$ cat config.mk
export PLATFORM = sky130hd
export DESIGN_NAME = priority_command_mux_with_timeout
export DESIGN_NICKNAME = d
export VERILOG_FILES = /design/src/design/pcmux_pkg.sv /design/src/design/pcmux_ctrl.sv /design/src/design/pcmux_dp.sv /design/src/design/priority_command_mux_with_timeout.sv
export SDC_FILE = /design/constraint.sdc
export NUM_CORES = 2
export LEC_CHECK = 0
export ABC_AREA = 1
export BUFFER_PORTS_ARGS = -buffer_cell sky130_fd_sc_hd__buf_2
export CAP_MARGIN = 40
export CORE_MARGIN = 3
export CORE_UTILIZATION = 54
export DETAILED_ROUTE_END_ITERATION = 10
export GPL_ROUTABILITY_DRIVEN = 0
export GPL_TIMING_DRIVEN = 0
export PLACE_DENSITY = 0.75
export SETUP_SLACK_MARGIN = 0.4
export SYNTH_ARGS = -nofsm -noshare
export SYNTH_HDL_FRONTEND = slang
export SYNTH_SLANG_ARGS = --single-unit
export TNS_END_PERCENT = 5
$ cat constraint.sdc
create_clock -name clk -period 18.1 [get_ports clk]
set_input_delay 0.905 -clock clk [delete_from_list [all_inputs] [get_ports clk]]
set_output_delay 0.905 -clock clk [all_outputs]
set_load 0.01 [all_outputs]
$ cat src/design/pcmux_pkg.sv
package pcmux_pkg;

  localparam int MAX_SRC         = 4;
  localparam int AXES            = 6;
  localparam int TO_W            = 16;
  localparam int PR_W            = 8;
  localparam int VEL_W           = 32;
  localparam int STAMP_W         = 32;
  localparam int ROW_W           = AXES * VEL_W + STAMP_W;
  localparam int CODE_W          = 3;
  localparam int SRC_IN_W        = 2;
  localparam int CFG_IDX_W       = 3;
  localparam int CFG_DATA_W      = 16;
  localparam int NUM_SOURCES_DEF = 4;
  localparam int AGE_BITS_DEF    = 16;

  // selection code for "no source active"
  localparam logic [CODE_W-1:0] IDLE_CODE = 3'd4;

  // first priority register in the config map
  localparam logic [CFG_IDX_W-1:0] CFG_PRIO_BASE = 3'd4;

  localparam logic [TO_W-1:0] TO_RESET [MAX_SRC] = '{16'd80, 16'd200, 16'd200, 16'd200};
  localparam logic [PR_W-1:0] PR_RESET [MAX_SRC] = '{8'd100, 8'd10, 8'd10, 8'd10};

  typedef enum logic [1:0] {
    OP_MSG  = 2'd0,
    OP_TICK = 2'd1,
    OP_PUB  = 2'd2,
    OP_NONE = 2'd3
  } op_t;

  typedef struct packed {
    logic load;
    logic store;
    logic tick;
    logic scan_clr;
    logic scan_step;
    logic rd;
    logic emit;
  } cmd_t;

  typedef struct packed {
    op_t  op;
    logic src_ok;
    logic scan_last;
  } sts_t;

endpackage

$ cat src/design/pcmux_ctrl.sv
module pcmux_ctrl (
  input  logic            clk,
  input  logic            rst_n,
  input  logic            start,
  input  pcmux_pkg::sts_t sts,
  output pcmux_pkg::cmd_t cmd,
  output logic            busy
);

  typedef enum logic [2:0] {
    ST_IDLE,
    ST_DECODE,
    ST_SCAN,
    ST_READ,
    ST_EMIT
  } state_t;

  state_t state_r, state_nxt;
  logic   busy_r;

  always_comb begin
    state_nxt = state_r;
    cmd       = '0;
    case (state_r)
      ST_IDLE: begin
        if (start) begin
          cmd.load  = 1'b1;
          state_nxt = ST_DECODE;
        end
      end
      ST_DECODE: begin
        case (sts.op)
          pcmux_pkg::OP_MSG: begin
            cmd.store = sts.src_ok;
            state_nxt = ST_IDLE;
          end
          pcmux_pkg::OP_TICK: begin
            cmd.tick  = 1'b1;
            state_nxt = ST_IDLE;
          end
          pcmux_pkg::OP_PUB: begin
            cmd.scan_clr = 1'b1;
            state_nxt    = ST_SCAN;
          end
          default: state_nxt = ST_IDLE;
        endcase
      end
      ST_SCAN: begin
        cmd.scan_step = 1'b1;
        if (sts.scan_last) state_nxt = ST_READ;
      end
      ST_READ: begin
        cmd.rd    = 1'b1;
        state_nxt = ST_EMIT;
      end
      ST_EMIT: begin
        cmd.emit  = 1'b1;
        state_nxt = ST_IDLE;
      end
      default: state_nxt = ST_IDLE;
    endcase
  end

  always_ff @(posedge clk) begin
    if (!rst_n) begin
      state_r <= ST_IDLE;
      busy_r  <= 1'b0;
    end else begin
      state_r <= state_nxt;
      busy_r  <= (state_nxt != ST_IDLE);
    end
  end

  assign busy = busy_r;

endmodule

$ cat src/design/pcmux_dp.sv
module pcmux_dp #(
  parameter int NUM_SOURCES = pcmux_pkg::NUM_SOURCES_DEF,
  parameter int AGE_BITS    = pcmux_pkg::AGE_BITS_DEF
) (
  input  logic                                 clk,
  input  logic                                 rst_n,
  input  pcmux_pkg::cmd_t                      cmd,
  output pcmux_pkg::sts_t                      sts,
  input  logic [1:0]                           in_op,
  input  logic [pcmux_pkg::SRC_IN_W-1:0]       in_source,
  input  logic signed [pcmux_pkg::VEL_W-1:0]   in_linear_x,
  input  logic signed [pcmux_pkg::VEL_W-1:0]   in_linear_y,
  input  logic signed [pcmux_pkg::VEL_W-1:0]   in_linear_z,
  input  logic signed [pcmux_pkg::VEL_W-1:0]   in_angular_x,
  input  logic signed [pcmux_pkg::VEL_W-1:0]   in_angular_y,
  input  logic signed [pcmux_pkg::VEL_W-1:0]   in_angular_z,
  input  logic [pcmux_pkg::STAMP_W-1:0]        in_stamp,
  input  logic                                 cfg_we,
  input  logic [pcmux_pkg::CFG_IDX_W-1:0]      cfg_index,
  input  logic [pcmux_pkg::CFG_DATA_W-1:0]     cfg_data,
  output logic                                 out_strobe,
  output logic                                 out_active_valid,
  output logic [pcmux_pkg::SRC_IN_W-1:0]       out_active_source,
  output logic                                 out_active_changed,
  output logic signed [pcmux_pkg::VEL_W-1:0]   out_linear_x,
  output logic signed [pcmux_pkg::VEL_W-1:0]   out_linear_y,
  output logic signed [pcmux_pkg::VEL_W-1:0]   out_linear_z,
  output logic signed [pcmux_pkg::VEL_W-1:0]   out_angular_x,
  output logic signed [pcmux_pkg::VEL_W-1:0]   out_angular_y,
  output logic signed [pcmux_pkg::VEL_W-1:0]   out_angular_z,
  output logic [pcmux_pkg::STAMP_W-1:0]        out_stamp
);

  localparam int SRC_W = (NUM_SOURCES > 1) ? $clog2(NUM_SOURCES) : 1;
  localparam int CMP_W = (AGE_BITS > pcmux_pkg::TO_W) ? AGE_BITS : pcmux_pkg::TO_W;
  localparam int VW    = pcmux_pkg::VEL_W;
  localparam int RW    = pcmux_pkg::ROW_W;

  // latched transaction
  pcmux_pkg::op_t                   op_r;
  logic [pcmux_pkg::SRC_IN_W-1:0]   src_r;
  logic [RW-1:0]                    row_r;

  // config registers
  logic [pcmux_pkg::TO_W-1:0]       to_r [pcmux_pkg::MAX_SRC];
  logic [pcmux_pkg::PR_W-1:0]       pr_r [pcmux_pkg::MAX_SRC];

  // per-source state
  logic [RW-1:0]                    mem [NUM_SOURCES];
  logic                             has_r [NUM_SOURCES];
  logic [AGE_BITS-1:0]              age_r [NUM_SOURCES];

  // scan state
  logic [SRC_W-1:0]                 idx_r;
  logic [SRC_W-1:0]                 best_r;
  logic [pcmux_pkg::PR_W-1:0]       best_pr_r;
  logic                             found_r;
  logic [RW-1:0]                    rd_r;
  logic [pcmux_pkg::CODE_W-1:0]     last_active_r;

  logic                             fresh;
  logic                             better;
  logic [pcmux_pkg::CODE_W-1:0]     code;

  assign sts.op        = op_r;
  assign sts.src_ok    = ({1'b0, src_r} < (pcmux_pkg::SRC_IN_W + 1)'(NUM_SOURCES));
  assign sts.scan_last = (idx_r == SRC_W'(NUM_SOURCES - 1));

  always_ff @(posedge clk) begin
    if (cmd.load) begin
      op_r  <= pcmux_pkg::op_t'(in_op);
      src_r <= in_source;
      row_r <= {in_stamp, in_angular_z, in_angular_y, in_angular_x,
                in_linear_z, in_linear_y, in_linear_x};
    end
  end

  always_ff @(posedge clk) begin
    if (!rst_n) begin
      for (int i = 0; i < pcmux_pkg::MAX_SRC; i++) begin
        to_r[i] <= pcmux_pkg::TO_RESET[i];
        pr_r[i] <= pcmux_pkg::PR_RESET[i];
      end
    end else if (cfg_we) begin
      if (cfg_index < pcmux_pkg::CFG_PRIO_BASE) begin
        to_r[cfg_index[1:0]] <= cfg_data;
      end else begin
        pr_r[2'(cfg_index - pcmux_pkg::CFG_PRIO_BASE)] <= cfg_data[pcmux_pkg::PR_W-1:0];
      end
    end
  end

  // command memory: one row per source, undefined until written
  always_ff @(posedge clk) begin
    if (cmd.store) mem[src_r[SRC_W-1:0]] <= row_r;
    if (cmd.rd)    rd_r <= mem[best_r];
  end

  always_ff @(posedge clk) begin
    if (!rst_n) begin
      for (int i = 0; i < NUM_SOURCES; i++) begin
        has_r[i] <= 1'b0;
        age_r[i] <= '0;
      end
    end else if (cmd.store) begin
      has_r[src_r[SRC_W-1:0]] <= 1'b1;
      age_r[src_r[SRC_W-1:0]] <= '0;
    end else if (cmd.tick) begin
      for (int i = 0; i < NUM_SOURCES; i++) begin
        if (age_r[i] != {AGE_BITS{1'b1}}) age_r[i] <= age_r[i] + AGE_BITS'(1);
      end
    end
  end

  // one source per cycle
  assign fresh  = has_r[idx_r] && (CMP_W'(age_r[idx_r]) <= CMP_W'(to_r[idx_r]));
  assign better = fresh && (!found_r || (pr_r[idx_r] > best_pr_r));

  always_ff @(posedge clk) begin
    if (!rst_n) begin
      idx_r   <= '0;
      found_r <= 1'b0;
    end else if (cmd.scan_clr) begin
      idx_r   <= '0;
      found_r <= 1'b0;
    end else if (cmd.scan_step) begin
      idx_r <= idx_r + SRC_W'(1);
      if (better) found_r <= 1'b1;
    end
  end

  always_ff @(posedge clk) begin
    if (cmd.scan_clr) begin
      best_r    <= '0;
      best_pr_r <= '0;
    end else if (cmd.scan_step && better) begin
      best_r    <= idx_r;
      best_pr_r <= pr_r[idx_r];
    end
  end

  assign code = found_r ? pcmux_pkg::CODE_W'(best_r) : pcmux_pkg::IDLE_CODE;

  always_ff @(posedge clk) begin
    if (!rst_n) begin
      last_active_r <= pcmux_pkg::IDLE_CODE;
      out_strobe    <= 1'b0;
    end else begin
      out_strobe <= cmd.emit;
      if (cmd.emit) last_active_r <= code;
    end
  end

  always_ff @(posedge clk) begin
    if (cmd.emit) begin
      out_active_valid   <= found_r;
      out_active_source  <= found_r ? pcmux_pkg::SRC_IN_W'(best_r) : '0;
      out_active_changed <= (code != last_active_r);
      out_linear_x       <= found_r ? rd_r[0*VW +: VW] : '0;
      out_linear_y       <= found_r ? rd_r[1*VW +: VW] : '0;
      out_linear_z       <= found_r ? rd_r[2*VW +: VW] : '0;
      out_angular_x      <= found_r ? rd_r[3*VW +: VW] : '0;
      out_angular_y      <= found_r ? rd_r[4*VW +: VW] : '0;
      out_angular_z      <= found_r ? rd_r[5*VW +: VW] : '0;
      out_stamp          <= found_r ? rd_r[6*VW +: pcmux_pkg::STAMP_W] : '0;
    end
  end

endmodule

$ cat src/design/priority_command_mux_with_timeout.sv
// message, tick and unused ops: busy only while the op is decoded, then back to idle
// publish: busy through decode, one scan step per source, memory read and
// output register
// result strobe in the first cycle with busy low
// one transaction at a time; the receiver cannot stall, each result shows for one cycle
// synchronous active-low reset clears flags, ages, last selection and restores config
module priority_command_mux_with_timeout #(
  parameter int NUM_SOURCES = pcmux_pkg::NUM_SOURCES_DEF,
  parameter int AGE_BITS    = pcmux_pkg::AGE_BITS_DEF
) (
  input  logic                                 clk,
  input  logic                                 rst_n,
  // command channel
  input  logic                                 start,
  output logic                                 busy,
  input  logic [1:0]                           in_op,
  input  logic [pcmux_pkg::SRC_IN_W-1:0]       in_source,
  input  logic signed [pcmux_pkg::VEL_W-1:0]   in_linear_x,
  input  logic signed [pcmux_pkg::VEL_W-1:0]   in_linear_y,
  input  logic signed [pcmux_pkg::VEL_W-1:0]   in_linear_z,
  input  logic signed [pcmux_pkg::VEL_W-1:0]   in_angular_x,
  input  logic signed [pcmux_pkg::VEL_W-1:0]   in_angular_y,
  input  logic signed [pcmux_pkg::VEL_W-1:0]   in_angular_z,
  input  logic [pcmux_pkg::STAMP_W-1:0]        in_stamp,
  // config write channel
  input  logic                                 cfg_valid,
  output logic                                 cfg_ready,
  input  logic [pcmux_pkg::CFG_IDX_W-1:0]      cfg_index,
  input  logic [pcmux_pkg::CFG_DATA_W-1:0]     cfg_data,
  // result channel
  output logic                                 out_strobe,
  output logic                                 out_active_valid,
  output logic [pcmux_pkg::SRC_IN_W-1:0]       out_active_source,
  output logic                                 out_active_changed,
  output logic signed [pcmux_pkg::VEL_W-1:0]   out_linear_x,
  output logic signed [pcmux_pkg::VEL_W-1:0]   out_linear_y,
  output logic signed [pcmux_pkg::VEL_W-1:0]   out_linear_z,
  output logic signed [pcmux_pkg::VEL_W-1:0]   out_angular_x,
  output logic signed [pcmux_pkg::VEL_W-1:0]   out_angular_y,
  output logic signed [pcmux_pkg::VEL_W-1:0]   out_angular_z,
  output logic [pcmux_pkg::STAMP_W-1:0]        out_stamp
);

  pcmux_pkg::cmd_t cmd;
  pcmux_pkg::sts_t sts;

  // config writes land directly in the config registers, so the port never pushes back
  assign cfg_ready = 1'b1;

  // sequencer: decode the latched op, walk the sources, read, emit
  pcmux_ctrl u_ctrl (
    .clk   (clk),
    .rst_n (rst_n),
    .start (start),
    .sts   (sts),
    .cmd   (cmd),
    .busy  (busy)
  );

  // datapath: config registers, command memory, ages, the priority scan
  // and the output register
  pcmux_dp #(
    .NUM_SOURCES (NUM_SOURCES),
    .AGE_BITS    (AGE_BITS)
  ) u_dp (
    .clk                (clk),
    .rst_n              (rst_n),
    .cmd                (cmd),
    .sts                (sts),
    .in_op              (in_op),
    .in_source          (in_source),
    .in_linear_x        (in_linear_x),
    .in_linear_y        (in_linear_y),
    .in_linear_z        (in_linear_z),
    .in_angular_x       (in_angular_x),
    .in_angular_y       (in_angular_y),
    .in_angular_z       (in_angular_z),
    .in_stamp           (in_stamp),
    .cfg_we             (cfg_valid & cfg_ready),
    .cfg_index          (cfg_index),
    .cfg_data           (cfg_data),
    .out_strobe         (out_strobe),
    .out_active_valid   (out_active_valid),
    .out_active_source  (out_active_source),
    .out_active_changed (out_active_changed),
    .out_linear_x       (out_linear_x),
    .out_linear_y       (out_linear_y),
    .out_linear_z       (out_linear_z),
    .out_angular_x      (out_angular_x),
    .out_angular_y      (out_angular_y),
    .out_angular_z      (out_angular_z),
    .out_stamp          (out_stamp)
  );

endmodule

## Word level (Yosys, flattened, before mapping)

Memories as Yosys holds them, arrays and structs flattened. A register that Yosys moved wholly into a read port is not among the register bits.
Cells that the tools add are included.

| word-level totals | value |
|---|---|
| RAM bits | 1060 |
| memories | 5 |
| word-level logic and storage cells | 137 |
| flip-flop bits (word level) | 477 |
| output and inout bits | 231 |
| bits of input ports | 251 |

Memories:

| name | depth | bits a word | read ports | clocked after Yosys merged registers in | wr ports | RTL line | source |
|---|---|---|---|---|---|---|---|
| u_dp.mem | 4 | 224 | 1 | 1 | 1 | pcmux_dp.sv:49 | `logic [RW-1:0] mem [NUM_SOURCES];` |
| u_dp.age_r | 4 | 16 | 5 | 1 | 4 | pcmux_dp.sv:51 | `logic [AGE_BITS-1:0] age_r [NUM_SOURCES];` |
| u_dp.to_r | 4 | 16 | 1 | 1 | 4 | pcmux_dp.sv:45 | `logic [pcmux_pkg::TO_W-1:0] to_r [pcmux_pkg::MAX_SRC];` |
| u_dp.pr_r | 4 | 8 | 1 | 1 | 4 | pcmux_dp.sv:46 | `logic [pcmux_pkg::PR_W-1:0] pr_r [pcmux_pkg::MAX_SRC];` |
| u_dp.has_r | 4 | 1 | 1 | 1 | 4 | pcmux_dp.sv:50 | `logic has_r [NUM_SOURCES];` |

| cells by class | value |
|---|---|
| reductions and logical operators | 14 |
| eq/ne operators | 12 |
| $lt $le $gt $ge | 3 |
| add/subtract/negate cells | 6 |
| bitwise logic cells | 5 |
| mux-type cells | 71 |

Operator list:

| operator | number |
|---|---|
| $mux W16 | 6 |
| $add A16 B1 Y16 const B | 4 |
| $ne A16 B16 Y1 const B | 4 |
| $mux W1 | 46 |
| $reduce_or A16 Y1 | 2 |
| $mux W2 | 13 |
| $le A16 B16 Y1 | 1 |
| $mux W3 | 4 |
| $pmux W3 S4 | 1 |
| $gt A8 B8 Y1 | 1 |
| $mux W8 | 1 |
| $reduce_or A8 Y1 | 1 |
| $eq A3 B2 Y1 const B | 2 |
| $eq A2 B2 Y1 const B | 2 |
| $or A1 B1 Y1 | 4 |
| $eq A3 B1 Y1 const B | 1 |
| $eq A3 B3 Y1 const B | 1 |
| $logic_and A1 B1 Y1 | 3 |
| $logic_not A3 Y1 | 1 |
| $lt A3 B3 Y1 const B | 1 |
| $ne A3 B3 Y1 | 1 |
| $reduce_bool A3 Y1 | 1 |
| $add A2 B1 Y2 const B | 1 |
| $eq A2 B1 Y1 const B | 1 |
| other kinds (8) | 8 |

## Logic depth before layout (Yosys ltp)

| depth | value |
|---|---|
| depth after elaboration | 9 |
| mapped depth | 22 |
| depth with buffers taken out | 18 |

## By module

Synthesis repeated with hierarchy kept, for this count alone.

| unflattened totals | value |
|---|---|
| cells, all modules | 4562 |
| area, all modules | 64820.9 sq um |

By module, submodules not included:

| module | seq. area each (sq um) | instances | area each (sq um) | cells an instance |
|---|---|---|---|---|
| pcmux_dp | 51959.8 | 1 | 64574.4 | 4526 |
| pcmux_ctrl | 80.1 | 1 | 235.2 | 34 |
| priority_command_mux_with_timeout | 0.0 | 1 | 11.3 | 2 |

## Least setup slack after synthesis

Ideal clock, no wire load.

| timing path | value |
|---|---|
| kind | register -> register |
| from | register u_dp.op_r[1] |
| to | memory u_dp.has_r[3] (enable) |
| setup time | 0.372 ns |
| data required time | 17.728 ns |
| arrival | 16.529 ns |
| buffers on the path | 0 |
| setup slack | 1.199 ns |
| period minus slack after synthesis | 16.901 ns |
| cell stages (with the launch flop) | 6 |
| path through | edfxtp_1 nor2_1 nand2_2 nor3_1 nor2_1 inv_1 |

RTL lines:

| what | RTL line | source |
|---|---|---|
| start: declaration | pcmux_dp.sv:40 | `pcmux_pkg::op_t op_r;` |
| start signal: assignment | pcmux_dp.sv:71 | `op_r <= pcmux_pkg::op_t'(in_op);` |
| end: declaration | pcmux_dp.sv:50 |  |

## Final worst setup path

| timing path | value |
|---|---|
| from | register u_ctrl.state_r[0] |
| to | memory u_dp.mem[0][152] (netlist name) (enable) |

| between the ends | value |
|---|---|
| word-level cells in the longest chain between the ends | 4 |

RTL lines:

| what | RTL line | source |
|---|---|---|
| start: declaration | pcmux_ctrl.sv:18 | `state_t state_r, state_nxt;` |
| start signal: assignment | pcmux_ctrl.sv:69 | `state_r <= state_nxt;` |
| $eq A3 B1 Y1 | pcmux_ctrl.sv:24 | `case (state_r)` |
| $mux W3 | pcmux_ctrl.sv:24 |  |
| $mux W1 | pcmux_dp.sv:95 | `if (cmd.store) mem[src_r[SRC_W-1:0]] <= row_r;` |
| $mux W1 (not written as such) | pcmux_dp.sv:95 |  |
| end: declaration | pcmux_dp.sv:49 |  |

No other way between the ends.

==> impl_results.md <==
- Status: completed
- CTS sink cnt: 1763
- Crit path launch type: register
- Asr flop ratio synth: 0
- Cell Area, Synth: 64500 um^2
- Vias in the first global route: 38900
- Vias: 39500
- CORE AREA: 118000 um^2
- # rows: 126
- Skew final: 0.0360 ns
- Setup ws final: 14.46 ns
- First-pass DRT Iterations: 7
- CTS Buf Count: 169
- #FFs+latches synth: 1763
- Initial antenna violation count: 23
- Initial DRC Count: 4856
- RSZ-0062 raised after global routing: no
- Resized cells post-CTS: 0
- Synth top cells by count: edfxtp_1 (1673), nor2_1 (647), o21ai_0 (528)
- Max-slew headroom: 0.388
- CTS Hold Bufs: 0
- Largest net degree at the start of global routing: 110
- Root Buffer: clkbuf_16
- Crit Path Class: register to register
- Top-count cell post-synth: edfxtp_1
- Synth top area share: 0.778
- Post-synth EDFFs: 1673
- WL/cell: 22.3 um
- Largest area contributor in the netlist: edfxtp_1
- Final-report setup violation count: 0
- First-pass GRT wire length: 232 mm
- Ys Warns: 0
- Post-layout power: 8.76 mW
- P_leak: 28.5 nW
- Die Y-Extent: ~350 um
- Arr. time, crit path: 4.15 ns
- Fin. Hold Viols: 0
- Fin crit share: 0.201
- Non-Filler Instances: between 7000 and 8000
- Share of post-route cells with drive strength above 1: 0.173
- Clk slew on worst S/H paths: 0.07 ns
- WL final: 157 mm
- Netlist cell types: 45
- Sequential-to-total area share from yosys stat: 0.806
- Max-cap violations: 0
- Pwr/cell area: 115 nW/um^2
- Placed instance count: 6719
- Final ANT Viol Nets: 0
- Period minus WS final: roughly 3.6 ns
- Synth top area cells: edfxtp_1 (78%), o21ai_0 (4.1%), nor2_1 (3.8%), dfxtp_1 (2.8%), nand2_1 (2.6%)
- GRT Resource Usage Total: 0.252
- Die area: around 120000 um^2
- Fmax: 275 MHz
- Syn Inst Count: between 4000 and 5000
- Synth-to-Final Area Change: 18.5%
- Critical-path maximum fanout: 9
- Hold Crit Class: primary input to register
- Port Buffer Count: 479
- Max-slew violations: 0
- Pre-CTS setup slack: 14.51 ns
- I/O pin count: 482
- Crit path required time: 18.61 ns
- Starting density of the core: 0.545
- Vias per cell: 5.61
- Flop2flop setup slack: 14.46 ns
- Syn Area/Cell: 14.3 um^2
- Critical Path End Type: register
- DRC Markers: 0
- Worst vdd ir: 96.2 uV
- CTS H-tree depth: 4
- Max clock buf depth: 3
- Syn_nets: ~4800
- # Post-CTS Setup Buffers: 0
- Clock Latency Late Sink: 0.80 ns
- CTS tree: built
- DP HPWL: 106 mm
- Worst-Margin Slew: roughly 0.91 ns
- Final #Nets: between 5000 and 6000
- GRT overflow: 0
- Chip width: ~350 um
- Post-synth top flop: edfxtp_1
[final timing paths]
check / start / endpoint / cells after the start
hold / removal: in_angular_z[1] / u_dp.row_r[161]$_DFFE_PP_ / 1
setup / recovery: u_ctrl.state_r[0]$_SDFF_PN0_ / u_dp.mem[0][152]$_DFFE_PP_ / 13
setup reg to reg: u_ctrl.state_r[0]$_SDFF_PN0_ / u_dp.mem[0][152]$_DFFE_PP_ / 13
hold reg to reg: u_dp.row_r[206]$_DFFE_PP_ / u_dp.mem[2][206]$_DFFE_PP_ / 0
[routing by layer]
layer | routed length (um) | part of all wire | GRT usage | up-vias
met5 | 82 | 0.00052 | 0 | -
met4 | 5950 | 0.038 | 0.103 | 12
met3 | 14100 | 0.090 | 0.0527 | 349
met2 | 76900 | 0.49 | 0.411 | 1957
met1 | 60200 | 0.38 | 0.335 | 19400
li1 | - | - | - | 17800
[cells in the final DEF, fill, tap and decap left out, drive strengths merged, types with 9 or more instances in the layout]
cell type	count
edfxtp	1673
buf	656
nor2	651
o21ai	534
nand2	458
clkbuf	373
inv	362
o22ai	238
a21oi	107
dfxtp	90
clkinv	73
nor3	55
nand3	40
ha	29
bufinv	17
a32o	15
nand4	13
diode	12
clkinvlp	9
or2	9
[registers in the layout, indices dropped and copies added (netlist names), 64 cells and up, named ones only]
register	flops
u_dp.rd_r	224
u_dp.to_r	64
u_dp.mem	896
u_dp.age_r	64
u_dp.row_r	224
[worst max-delay path: stages (launching register included)]
cell and delay, ns:
dfxtp_1 0.40, nand3_2 0.18, inv_1 0.13, nand2_2 0.13, nor3_2 0.72, buf_4 0.32
buf_6 0.18, buf_4 0.20, buf_4 0.22, buf_6 0.18, buf_6 0.16, buf_6 0.15
buf_4 0.19, buf_6 0.16
[report_power, final]
part           internal [mW]  switching [mW]  total, mW
Sequential              4.58          0.0457       4.62
Clock                   2.00            1.53       3.53
Combinational          0.180           0.433      0.613
[cell families (layout without fill, tap and decap cells)]
group                      after synthesis  in the layout  synth area share
AOI/OAI and AO/OA                      909            909            0.0769
DFF                                   1763           1763             0.806
and+or+nand+nor                       1229           1229            0.0760
adders and majority gates               29             29           0.00562
xor gates and xnor gates                 5              5          0.000679
buffers and inverters                  575           1490            0.0345
other                                    1             13         0.0000581
[layout make-up]
type	instances	area [um^2]
inverters	355	1340
well taps	1600	2000
fillers	8199	41900
plain buffers	220	895
repair buffers	608	4250
clock inverters	106	1180
diodes	12	30.0
clock buffers	201	4400
multi-input cells	2173	10300
flip-flops and latches	1763	52000
[metrics by stage]
step	utilization	instance area, um^2	hold slack, ns	TNS (ns)
after detailed placement	0.598	70900	0.459	0
after global placement	0.582	68900	0.447	-5755.18
after floorplan	-	64500	0.435	0
final	0.646	76500	0.269	0
after CTS	0.646	76400	0.203	0
after global routing	0.646	76500	0.221	0
No activity file was read; power rests on OpenSTA's default activity.
